`src/sv/bres_pkg.sv`:
```
`timescale 1ns / 1ps
// Package for the Bresenham line rasterizer: payload structs, line state and
// octant decode helpers. No dependencies.
package bres_pkg;

  localparam int COORD_BITS = 11;
  localparam int COLOR_BITS = 4;
  localparam int INC_BITS   = COORD_BITS + 2;
  localparam int DEC_BITS   = COORD_BITS + 3;

  // Octants are named by the direction of the major step: east is +x, north is +y.
  typedef enum logic [2:0] {
    OCT_ENE = 3'd0,
    OCT_NNE = 3'd1,
    OCT_NNW = 3'd2,
    OCT_WNW = 3'd3,
    OCT_WSW = 3'd4,
    OCT_SSW = 3'd5,
    OCT_SSE = 3'd6,
    OCT_ESE = 3'd7
  } octant_t;

  typedef struct packed {
    logic                  mode;
    logic [COORD_BITS-1:0] x_start;
    logic [COORD_BITS-1:0] y_start;
    logic [COORD_BITS-1:0] x_end;
    logic [COORD_BITS-1:0] y_end;
  } in_item_t;

  typedef struct packed {
    logic [COORD_BITS-1:0] pixel_x;
    logic [COORD_BITS-1:0] pixel_y;
    logic [COLOR_BITS-1:0] pixel_value;
    logic                  is_last;
  } out_item_t;

  typedef struct packed {
    logic                       active;
    logic [COORD_BITS-1:0]      cur_x;
    logic [COORD_BITS-1:0]      cur_y;
    logic signed [DEC_BITS-1:0] decision;
    logic signed [INC_BITS-1:0] inc_straight;
    logic signed [INC_BITS-1:0] inc_diagonal;
    octant_t                    octant;
    logic [COORD_BITS-1:0]      steps_left;
  } line_state_t;

  // True when x is the major axis of the octant.
  function automatic logic oct_x_major(octant_t k);
    logic r;
    unique case (k)
      OCT_ENE, OCT_WNW, OCT_WSW, OCT_ESE: r = 1'b1;
      OCT_NNE, OCT_NNW, OCT_SSW, OCT_SSE: r = 1'b0;
    endcase
    return r;
  endfunction

  // True when x steps toward smaller values.
  function automatic logic oct_x_neg(octant_t k);
    logic r;
    unique case (k)
      OCT_NNW, OCT_WNW, OCT_WSW, OCT_SSW: r = 1'b1;
      OCT_ENE, OCT_NNE, OCT_SSE, OCT_ESE: r = 1'b0;
    endcase
    return r;
  endfunction

  // True when y steps toward smaller values.
  function automatic logic oct_y_neg(octant_t k);
    logic r;
    unique case (k)
      OCT_WSW, OCT_SSW, OCT_SSE, OCT_ESE: r = 1'b1;
      OCT_ENE, OCT_NNE, OCT_NNW, OCT_WNW: r = 1'b0;
    endcase
    return r;
  endfunction

endpackage

```
`src/sv/bres_setup.sv`:
```
`timescale 1ns / 1ps
// Line setup logic: octant choice, decision variable and increments for a load.
// Depends on bres_pkg.
module bres_setup
  import bres_pkg::*;
(
  input  in_item_t    item,
  output line_state_t setup,
  output logic        is_last
);

  logic signed [COORD_BITS:0] dx;
  logic signed [COORD_BITS:0] dy;
  logic [COORD_BITS:0]        adx_w;
  logic [COORD_BITS:0]        ady_w;
  logic [COORD_BITS-1:0]      adx;
  logic [COORD_BITS-1:0]      ady;
  logic                       dx_neg;
  logic                       dy_neg;
  logic                       dx_pos;
  logic                       dy_pos;
  logic                       x_major;
  logic [COORD_BITS-1:0]      major;
  logic [COORD_BITS-1:0]      minor;
  octant_t                    k;

  always_comb begin
    dx     = $signed({1'b0, item.x_end}) - $signed({1'b0, item.x_start});
    dy     = $signed({1'b0, item.y_end}) - $signed({1'b0, item.y_start});
    dx_neg = dx[COORD_BITS];
    dy_neg = dy[COORD_BITS];
    dx_pos = !dx_neg && (dx != '0);
    dy_pos = !dy_neg && (dy != '0);
    adx_w  = dx_neg ? $unsigned(-dx) : $unsigned(dx);
    ady_w  = dy_neg ? $unsigned(-dy) : $unsigned(dy);
    adx    = adx_w[COORD_BITS-1:0];
    ady    = ady_w[COORD_BITS-1:0];

    // On an exact diagonal x leads when both deltas point the same way.
    x_major = (adx > ady) || ((adx == ady) && (dx_pos == dy_pos));
    major   = x_major ? adx : ady;
    minor   = x_major ? ady : adx;

    if (x_major) begin
      k = dx_neg ? (dy_neg ? OCT_WSW : OCT_WNW) : (dy_neg ? OCT_ESE : OCT_ENE);
    end else begin
      k = dy_neg ? (dx_neg ? OCT_SSW : OCT_SSE) : (dx_neg ? OCT_NNW : OCT_NNE);
    end

    setup.active       = (major != '0);
    setup.cur_x        = item.x_start;
    setup.cur_y        = item.y_start;
    setup.decision     = $signed({2'b00, minor, 1'b0}) - $signed({3'b000, major});
    setup.inc_straight = $signed({1'b0, minor, 1'b0});
    setup.inc_diagonal = $signed({1'b0, minor, 1'b0}) - $signed({1'b0, major, 1'b0});
    setup.octant       = k;
    setup.steps_left   = major;
    is_last            = (major == '0);
  end

endmodule

```
`src/sv/bres_step.sv`:
```
`timescale 1ns / 1ps
// One Bresenham step: decision update and major/minor axis moves.
// Depends on bres_pkg.
module bres_step
  import bres_pkg::*;
(
  input  line_state_t cur,
  output line_state_t nxt,
  output logic        is_last
);

  logic                       diag;
  logic                       x_major;
  logic                       move_x;
  logic                       move_y;
  logic signed [DEC_BITS-1:0] inc;
  logic [COORD_BITS-1:0]      steps_next;

  always_comb begin
    diag    = !cur.decision[DEC_BITS-1];
    x_major = oct_x_major(cur.octant);
    move_x  = x_major || diag;
    move_y  = !x_major || diag;
    inc     = diag ? DEC_BITS'(cur.inc_diagonal) : DEC_BITS'(cur.inc_straight);

    // An active line always has at least one step left.
    steps_next = cur.steps_left - COORD_BITS'(1);

    nxt              = cur;
    nxt.decision     = cur.decision + inc;
    nxt.steps_left   = steps_next;
    nxt.active       = (steps_next != '0);
    if (move_x) begin
      nxt.cur_x = oct_x_neg(cur.octant) ? cur.cur_x - COORD_BITS'(1)
                                        : cur.cur_x + COORD_BITS'(1);
    end
    if (move_y) begin
      nxt.cur_y = oct_y_neg(cur.octant) ? cur.cur_y - COORD_BITS'(1)
                                        : cur.cur_y + COORD_BITS'(1);
    end
    is_last = (steps_next == '0);
  end

endmodule

```
`src/sv/bresenham_line_rasterizer_top.sv`:
```
`timescale 1ns / 1ps
// Bresenham line rasterizer, all eight octants, at most one pixel per transfer.
// A pixel passes through the input register and then the result register.
// Throughput: one item per cycle; the input side stalls only while the result register is held.
// Reset (synchronous, active high) ends any line in progress, clears the color to zero and
// empties both pipeline registers. Depends on bres_pkg, bres_setup and bres_step.
module bresenham_line_rasterizer_top
  import bres_pkg::*;
(
  input  logic                  clk,
  input  logic                  rst,
  input  logic                  item_valid,
  output logic                  item_stall,
  input  in_item_t              item,
  output logic                  pixel_valid,
  input  logic                  pixel_stall,
  output out_item_t             pixel,
  input  logic                  cfg_we,
  input  logic [COLOR_BITS-1:0] cfg_data
);

  // Color register, to be written only while the block is idle; the block itself does not enforce this.
  logic [COLOR_BITS-1:0] pixel_color;

  // Input register stage.
  logic     s1_valid;
  in_item_t s1_item;

  // Line state carried from one transfer to the next.
  line_state_t line;

  line_state_t setup_state;
  logic        setup_last;
  line_state_t step_state;
  logic        step_last;

  logic out_free;
  logic exec;

  bres_setup u_setup (
    .item    (s1_item),
    .setup   (setup_state),
    .is_last (setup_last)
  );

  bres_step u_step (
    .cur     (line),
    .nxt     (step_state),
    .is_last (step_last)
  );

  // The result register can take a new pixel when it is empty or being drained
  // this cycle. The item in the input register executes exactly then, and the
  // input side is stalled only while an item waits there for a held result.
  assign out_free   = !pixel_valid || !pixel_stall;
  assign exec       = s1_valid && out_free;
  assign item_stall = s1_valid && !out_free;

  always_ff @(posedge clk) begin
    if (rst) begin
      pixel_color <= '0;
    end else if (cfg_we) begin
      pixel_color <= cfg_data;
    end
  end

  always_ff @(posedge clk) begin
    if (rst) begin
      s1_valid <= 1'b0;
    end else if (!item_stall) begin
      s1_valid <= item_valid;
    end
  end

  always_ff @(posedge clk) begin
    if (!item_stall && item_valid) begin
      s1_item <= item;
    end
  end

  // Execution: a load always emits its start pixel and replaces any line in
  // progress; an advance emits the next pixel only while a line is active,
  // and otherwise is consumed with no result.
  always_ff @(posedge clk) begin
    if (rst) begin
      line        <= '0;
      pixel_valid <= 1'b0;
    end else if (exec) begin
      if (!s1_item.mode) begin
        line        <= setup_state;
        pixel_valid <= 1'b1;
      end else if (line.active) begin
        line        <= step_state;
        pixel_valid <= 1'b1;
      end else begin
        pixel_valid <= 1'b0;
      end
    end else if (out_free) begin
      pixel_valid <= 1'b0;
    end
  end

  always_ff @(posedge clk) begin
    if (exec) begin
      if (!s1_item.mode) begin
        pixel.pixel_x     <= setup_state.cur_x;
        pixel.pixel_y     <= setup_state.cur_y;
        pixel.pixel_value <= pixel_color;
        pixel.is_last     <= setup_last;
      end else if (line.active) begin
        pixel.pixel_x     <= step_state.cur_x;
        pixel.pixel_y     <= step_state.cur_y;
        pixel.pixel_value <= pixel_color;
        pixel.is_last     <= step_last;
      end
    end
  end

endmodule
```
`config.mk`:
```
export PLATFORM = sky130hd
export DESIGN_NAME = bresenham_line_rasterizer_top
export DESIGN_NICKNAME = d
export VERILOG_FILES = /design/src/sv/bres_pkg.sv /design/src/sv/bres_setup.sv /design/src/sv/bres_step.sv /design/src/sv/bresenham_line_rasterizer_top.sv
export SDC_FILE = /design/constraint.sdc
export NUM_CORES = 1
export LEC_CHECK = 0
export BUFFER_PORTS_ARGS = -buffer_cell sky130_fd_sc_hd__buf_2
export CORE_UTILIZATION = 45
export CTS_BUF_LIST = sky130_fd_sc_hd__clkbuf_16
export DETAILED_ROUTE_END_ITERATION = 8
export MAX_ROUTING_LAYER = met4
export PLACE_DENSITY = 0.65
export SLEW_MARGIN = 30
export SYNTH_ARGS = -nofsm -noshare
export SYNTH_HDL_FRONTEND = slang
export SYNTH_SLANG_ARGS = --single-unit
```
`constraint.sdc`:
```
create_clock -name clk -period 6.49 [get_ports clk]
set_clock_uncertainty 0.1 [all_clocks]
set_input_delay 1.6225 -clock clk [delete_from_list [all_inputs] [get_ports clk]]
set_output_delay 1.6225 -clock clk [all_outputs]
set_load 0.03 [all_outputs]
```
==> flow_metrics.env, run 1 <==
export IMPL_status="complete, no violations"
export IMPL_ios=83
export IMPL_drc=0
export IMPL_layout_cells_most_common_list="159 x sky130_fd_sc_hd__nand2_1, 129 x sky130_fd_sc_hd__a21oi_1, 85 x sky130_fd_sc_hd__nor2_1, 83 x sky130_fd_sc_hd__dfxtp_1, 82 x sky130_fd_sc_hd__buf_2"
export IMPL_async_reset_ff_frac=0
export IMPL_die_h_um=154
export IMPL_wire_length_of_the_first_global_routing_pass_mm=42.4
export IMPL_layout_drive_gt1_share=0.198
export IMPL_synth_flop_cell="sky130_fd_sc_hd__dfxtp_1"
export IMPL_met3WireLength_mm=1.36
export IMPL_worstSetupStartpointType="flop"
export IMPL_timing_final_crit_period_ps=6150
export IMPL_power_density_cell_area_nw_per_um2=399
export IMPL_synth_net_count=1322
export IMPL_hold_path_startpoint="pixel_color[1]"
export IMPL_post_layout_nonfiller_instances=1609
export IMPL_achievable_frequency_mhz=162
export IMPL_timing_hold_violations_final=0
export IMPL_htree_levels=4
export IMPL_crit_arrival_ps=6350
export IMPL_dr_wl_met2_mm=12.5
export IMPL_detail_route_first_pass_iterations=5
export IMPL_design_core_area_um2=22600
export IMPL_critical_register_to_register_path_endpoint="line[50]"
export IMPL_tightest_slew_ps=818
export IMPL_syn_to_final_growth_pct=18.9
export IMPL_largest_net_degree_at_the_start_of_global_routing=68
export IMPL_grt_ovfl_total=0
export IMPL_cts_max_path_buffers=2
export IMPL_power_combinational_fraction=0.554
export IMPL_maxUsedRoutingLayer="met4"
export IMPL_synth_seq_cells=155
export IMPL_critPathCaptureType="flop"
export IMPL_area_post_placement_um2=11500
export IMPL_critical_path_max_stage_delay_ps=390
export IMPL_hp_class="reg2reg"
export IMPL_reg2reg_from="s1_item[11]"
export IMPL_ff2ff_path_depth=36
export IMPL_routedWlPerCell_um=16.5
export IMPL_vias_in_the_first_global_route=8365
export IMPL_criticalPathCategory="reg2reg"
export IMPL_clockRootBuffer="sky130_fd_sc_hd__clkbuf_16"
export IMPL_maxCapViolCount=0
export IMPL_synth_edff_count=72
export IMPL_internal_power_mw=2.90
export IMPL_placementRows=55
export IMPL_synth_warning_count=0
export IMPL_clock_sinks=155
export IMPL_crit_fanout=5
export IMPL_final_net_count=1449
export IMPL_initial_core_util=0.458
export IMPL_critical_path_slowest_cell="sky130_fd_sc_hd__fa_1"
export IMPL_p_switching_mw=2.02
export IMPL_wl_met1_mm=12.3
export IMPL_tritoncts="built"
export IMPL_final_util=0.545
export IMPL_total_leakage_power_nw=5.16
export IMPL_worst_hold_path_num_cells=0
export IMPL_timing_max_transition_violations_final=0
export IMPL_synthesis_area_um2=10400
export IMPL_design_die_area_um2=23700
export IMPL_seq_area_frac_synth=0.368
export IMPL_mapped_avg_cell_area_um2=8.77
export IMPL_synth_unique_cells=78
export IMPL_clk_insertion_delay_late_ps=440
export IMPL_dp_hpwl_mm=19.0
export IMPL_diodes=0
export IMPL_peakVddDrop_uv=213
export IMPL_relative_contribution_of_sequential_cells_to_total_power=0.234
export IMPL_fin_crit_sh=0.948
export IMPL_cells_after_synth=1184
export IMPL_routabilityCongestion=0.961
export IMPL_clock_power_share=0.212
export IMPL_chipWidth_um=154
export IMPL_max_slew_margin_rel=0.455
export IMPL_route_antenna_remaining_nets=0
export IMPL_r2r_slack_ps=340
export IMPL_antenna_found_initial=0
export IMPL_p_sw_frac=0.411
export IMPL_port_buffer_count=82
export IMPL_drt_vias_per_instance=5.52
export IMPL_gr_usage_all_layers=0.233
export IMPL_final_fill_count=2056
export IMPL_min_delay_worst_endpoint="pixel[2]"
export IMPL_worst_endpoint_required_ps=6690
export IMPL_fin_tns_setup_ps=0
export IMPL_finalSetupViolCount=0
export IMPL_overall_via_count_from_detail_route=8880
export IMPL_critical_path_most_common_cell="sky130_fd_sc_hd__nor2_1"
export IMPL_clkTransAtPathRegs_ps=70
export IMPL_tritoncts_num_buffers=17
export IMPL_stdcell_area_um2=12300
export IMPL_mostFrequentLayoutCell="sky130_fd_sc_hd__nand2_1"
export IMPL_detailedRoute_firstIterationViolations=546
export IMPL_finalWirelength_mm=26.6
export IMPL_place_inst=1568
-- registers in the layout (all words and copies together), names as in the netlist, named ones only --
signal          cells
line               74
s1_valid            1
s1_item            45
pixel              27
pixel_color         4
pixel_valid         1
u_step.x_major      1
-- metal layers --
layer | vias to the layer above | global-route usage
li1 | 4489 | -
met1 | 4134 | 0.308
met2 | 234 | 0.371
met3 | 23 | 0.0335
met4 | 0 | 0.0624
met5 | - | -
-- area by class of cell --
class                           count  area [um^2]  area share
Multi-Input combinational cell    909         6300       0.510
Sequential cell                   155         3820       0.310
Timing Repair Buffer              156          981      0.0795
Clock buffer                       19          475      0.0385
Tap cell                          285          357      0.0289
Inverter                           72          270      0.0219
Clock inverter                     13          136      0.0110
-- synthesized netlist by cell type, drive strengths merged, types with 17 or more instances --
cell      n  share of area
nand2   160          0.058
ha       78          0.094
mux2i    21          0.020
dfxtp    83           0.16
a21oi   134          0.065
nor3     20          0.010
o21ai    78          0.038
edfxtp   72           0.21
mux2     17          0.018
xor2     27          0.023
inv      70          0.025
nor2     88          0.032
o21bai   21          0.015
xnor2    60          0.051
clkbuf   33          0.012
-- worst max-delay path by stage --
stage / startpoint / to / slack, ps / cells past startpoint
2_1_floorplan: s1_item[12] / line[50] / 20 / 35
3_3_place_gp: s1_item[35] / line[50] / 80 / 37
3_5_place_dp: s1_item[11] / line[50] / -30 / 36
4_1_cts: s1_item[11] / line[50] / 5 / 36
5_1_grt: s1_item[11] / line[50] / -70 / 36
6_report: s1_item[11] / line[50] / 340 / 36
-- stage by stage --
stage | setup slack, ps | hold WS [ps] | total power, mW
5_1_grt | -71.7 | 348 | 5.25
3_5_place_dp | -27.5 | 318 | 3.68
3_3_place_gp | 75.0 | 309 | 3.66
4_1_cts | 4.53 | 342 | 4.74
2_1_floorplan | 24.1 | 308 | 2.94
6_report | 336 | 341 | 4.92
-- critical path, delay by kind of cell (launching register included) --
kind | cells | cell delay [ps]
AO/OA/AOI/OAI | 17 | 2590
adder cells (fa/ha/maj) | 4 | 1240
AND/OR/NAND/NOR | 8 | 750
buffers and inverters | 5 | 540
XOR/XNOR | 2 | 440
flip-flops | 1 | 360
-- cell families after synthesis --
logic type,after synthesis,share of synthesized area
AOI/OAI and AO/OA,340,0.208
DFF,155,0.368
xor gates and xnor gates,87,0.0734
adders and majority gates,84,0.106
and+or+nand+nor,359,0.159
buffers and inverters,120,0.0463
muxes,38,0.0387
other,1,0.000361
-- power by group through the flow --
stage | registers [mW] | logic (mW) | clock network (mW)
final | 1.15 | 2.73 | 1.04
after global routing | 1.16 | 2.99 | 1.10
after CTS | 1.15 | 2.53 | 1.06
after detailed placement | 1.17 | 2.50 | 0
after global placement | 1.17 | 2.49 | 0
after floorplan | 1.17 | 1.77 | 0
-- timing repair --
action / 4_1_cts / 5_1_grt
setup buffers: 0 / 9
resized for setup: 3 / 43
pin swaps: 1 / 32
endpoints found under the setup margin: 1 / 11
hold buffers: 0 / 0
Note: power is estimated with default switching activity, not from simulation.
==> run 2, diff against run 1 <==
CELL_PAD_IN_SITES_DETAIL_PLACEMENT = 1   (was default)
CELL_PAD_IN_SITES_GLOBAL_PLACEMENT = 2   (was default)
CORE_UTILIZATION = 34   (was 45)
CTS_CLUSTER_SIZE = 10   (was default)
PLACE_DENSITY = default   (was 0.65)
PLACE_DENSITY_LB_ADDON = 0.1   (was default)
==> flow_metrics.env, run 2 (synthesis results as in run 1) <==
export IMPL_dr_wl_met2_mm=16.5
export IMPL_hold_path_startpoint="pixel_color[1]"
export IMPL_cts_max_path_buffers=2
export IMPL_seq_area_um2=3820
export IMPL_p_sw_frac=0.410
export IMPL_multi_input_comb_area_um2=6340
export IMPL_final_fill_count=3527
export IMPL_preCtsSetupSlack_ps=-84.6
export IMPL_diodes=0
export IMPL_ctsHoldBuffers=0
export IMPL_overall_via_count_from_detail_route=9214
export IMPL_drt_vias_per_instance=5.21
export IMPL_drc=0
export IMPL_crit_arrival_ps=6560
export IMPL_design_die_area_um2=31200
export IMPL_layout_setup_ws_ps=118
export IMPL_detailedRoute_firstIterationViolations=361
export IMPL_register_with_the_highest_flop_count="line"
export IMPL_relative_contribution_of_sequential_cells_to_total_power=0.218
export IMPL_ios=83
export IMPL_port_buffer_count=82
export IMPL_max_slew_margin_rel=0.419
export IMPL_number_of_flip_flops_under_the_largest_register_name=74
export IMPL_r2r_slack_ps=120
export IMPL_timing_hold_violations_final=0
export IMPL_reg_largest_list="line: 74 flops, s1_item: 45 flops, pixel: 27 flops"
export IMPL_post_layout_nonfiller_instances=1767
export IMPL_timing_final_crit_period_ps=6370
export IMPL_hp_class="reg2reg"
export IMPL_placementRows=63
export IMPL_dp_hpwl_mm=24.6
export IMPL_tightest_slew_ps=869
export IMPL_clock_power_share=0.196
export IMPL_wl_met1_mm=15.3
export IMPL_grt_ovfl_total=0
export IMPL_critPathCaptureType="flop"
export IMPL_status="complete, no violations"
export IMPL_tritoncts="built"
export IMPL_critical_register_to_register_path_endpoint="line[47]"
export IMPL_power_density_cell_area_nw_per_um2=410
export IMPL_final_util=0.432
export IMPL_antenna_found_initial=0
export IMPL_chipWidth_um=177
export IMPL_initial_core_util=0.347
export IMPL_achievable_frequency_mhz=157
export IMPL_stdcell_area_um2=12900
export IMPL_min_delay_worst_endpoint="pixel[2]"
export IMPL_fin_tns_setup_ps=0
export IMPL_critical_path_max_stage_delay_ps=470
export IMPL_hold_ws_ps=330
export IMPL_route_antenna_remaining_nets=0
export IMPL_finalPower_mw=5.30
export IMPL_maxCapViolCount=0
export IMPL_unrepaired_setup_endpoints_after_global_routing="true"
export IMPL_place_inst=1722
export IMPL_final_net_count=1502
export IMPL_crit_fanout=28
export IMPL_ff2ff_path_depth=30
export IMPL_internal_power_mw=3.13
export IMPL_routabilityCongestion=0.898
export IMPL_finalWirelength_mm=33.1
export IMPL_largest_net_degree_at_the_start_of_global_routing=64
export IMPL_design_core_area_um2=29900
export IMPL_gr_usage_all_layers=0.223
export IMPL_area_post_placement_um2=12000
export IMPL_finalSetupViolCount=0
export IMPL_worst_endpoint_required_ps=6680
export IMPL_worstSetupStartpointType="flop"
export IMPL_power_combinational_fraction=0.587
export IMPL_clock_sinks=155
export IMPL_total_leakage_power_nw=5.43
export IMPL_wire_length_of_the_first_global_routing_pass_mm=52.0
export IMPL_reg2reg_from="s1_item[0]"
export IMPL_maxUsedRoutingLayer="met4"
export IMPL_peakVddDrop_uv=267
export IMPL_syn_to_final_growth_pct=24.5
export IMPL_layout_drive_gt1_share=0.232
export IMPL_tritoncts_num_buffers=17
export IMPL_worst_hold_path_num_cells=0
export IMPL_vias_in_the_first_global_route=9653
export IMPL_clkTransAtPathRegs_ps=60
export IMPL_critical_path_slowest_cell="sky130_fd_sc_hd__or4_4"
export IMPL_htree_levels=4
export IMPL_p_switching_mw=2.17
export IMPL_met3WireLength_um=610
export IMPL_fin_crit_sh=0.982
export IMPL_mostFrequentLayoutCell="sky130_fd_sc_hd__nand2_1"
export IMPL_routedWlPerCell_um=18.7
export IMPL_clk_insertion_delay_late_ps=450
export IMPL_die_h_um=177
export IMPL_layout_cells_most_common_list="159 x sky130_fd_sc_hd__nand2_1, 124 x sky130_fd_sc_hd__a21oi_1, 123 x sky130_fd_sc_hd__buf_4, 84 x sky130_fd_sc_hd__nor2_1, 83 x sky130_fd_sc_hd__dfxtp_1"
export IMPL_detail_route_first_pass_iterations=4
export IMPL_timing_max_transition_violations_final=0
export IMPL_criticalPathCategory="reg2reg"
export IMPL_clockRootBuffer="sky130_fd_sc_hd__clkbuf_16"
==> run 2: cell count changes in the layout (fill, tap and decap cells not counted), moves of 2 or more <==
cell,delta
sky130_fd_sc_hd__buf_4,+53
sky130_fd_sc_hd__a21oi_1,-5
sky130_fd_sc_hd__a21oi_2,+5
sky130_fd_sc_hd__inv_6,-4
sky130_fd_sc_hd__a221oi_2,-2
sky130_fd_sc_hd__a221oi_4,+2
sky130_fd_sc_hd__buf_6,-2
sky130_fd_sc_hd__ha_4,+2
sky130_fd_sc_hd__inv_1,+2
sky130_fd_sc_hd__inv_2,+2
sky130_fd_sc_hd__xnor2_2,+2
==> run 2: worst max-delay path by stage <==
| stage | start | to | slack [ps] | depth (start not counted) |
|---|---|---|---|---|
| 3_5_place_dp | s1_item[33] | line[50] | -80 | 34 |
| 4_1_cts | s1_item[0] | line[50] | 8 | 35 |
| 3_3_place_gp | s1_item[11] | line[50] | 70 | 35 |
| 5_1_grt | s1_item[0] | line[47] | -280 | 30 |
| 6_report | s1_item[0] | line[47] | 120 | 30 |
| 2_1_floorplan | s1_item[12] | line[50] | 20 | 35 |
==> run 2: critical path, delay by kind of cell (launching register included) <==
family | cells | cell delay, ps
and+or+nand+nor | 7 | 1430
adders and majority gates | 4 | 1180
xor gates and xnor gates | 2 | 300
DFF | 1 | 370
AOI/OAI and AO/OA | 12 | 2150
buffers and inverters | 5 | 700
==> run 2: layout make-up <==
| type | instances | area share |
|---|---|---|
| clock buffer | 20 | 0.0387 |
| multi-input combinational | 909 | 0.491 |
| clock inverter | 12 | 0.00833 |
| sequential | 155 | 0.296 |
| inverter | 72 | 0.0209 |
| timing repair buffer | 209 | 0.108 |
| tap | 390 | 0.0378 |
==> run 2: timing repair <==
action                                  CTS  global route
setup buffers                             4             9
endpoints found under the setup margin    2            11
hold endpoints to repair                  0             0
pin swaps                                 4            23
cloned                                    0             0
resized for setup                         3            47
==> run 2: routing by layer <==
layer  vias up  track usage
li1       4585            -
met2       105        0.383
met5         -            -
met3        37       0.0294
met4         0       0.0657
met1      4487        0.270
==> run 2: power groups by stage <==
| stage | Combinational [mW] | Sequential (mW) | Clock, mW |
|---|---|---|---|
| 2_1_floorplan | 1.77 | 1.17 | 0 |
| 3_3_place_gp | 2.79 | 1.17 | 0 |
| 3_5_place_dp | 2.82 | 1.17 | 0 |
| 4_1_cts | 2.92 | 1.15 | 1.07 |
| 5_1_grt | 3.40 | 1.16 | 1.10 |
| 6_report | 3.11 | 1.15 | 1.04 |
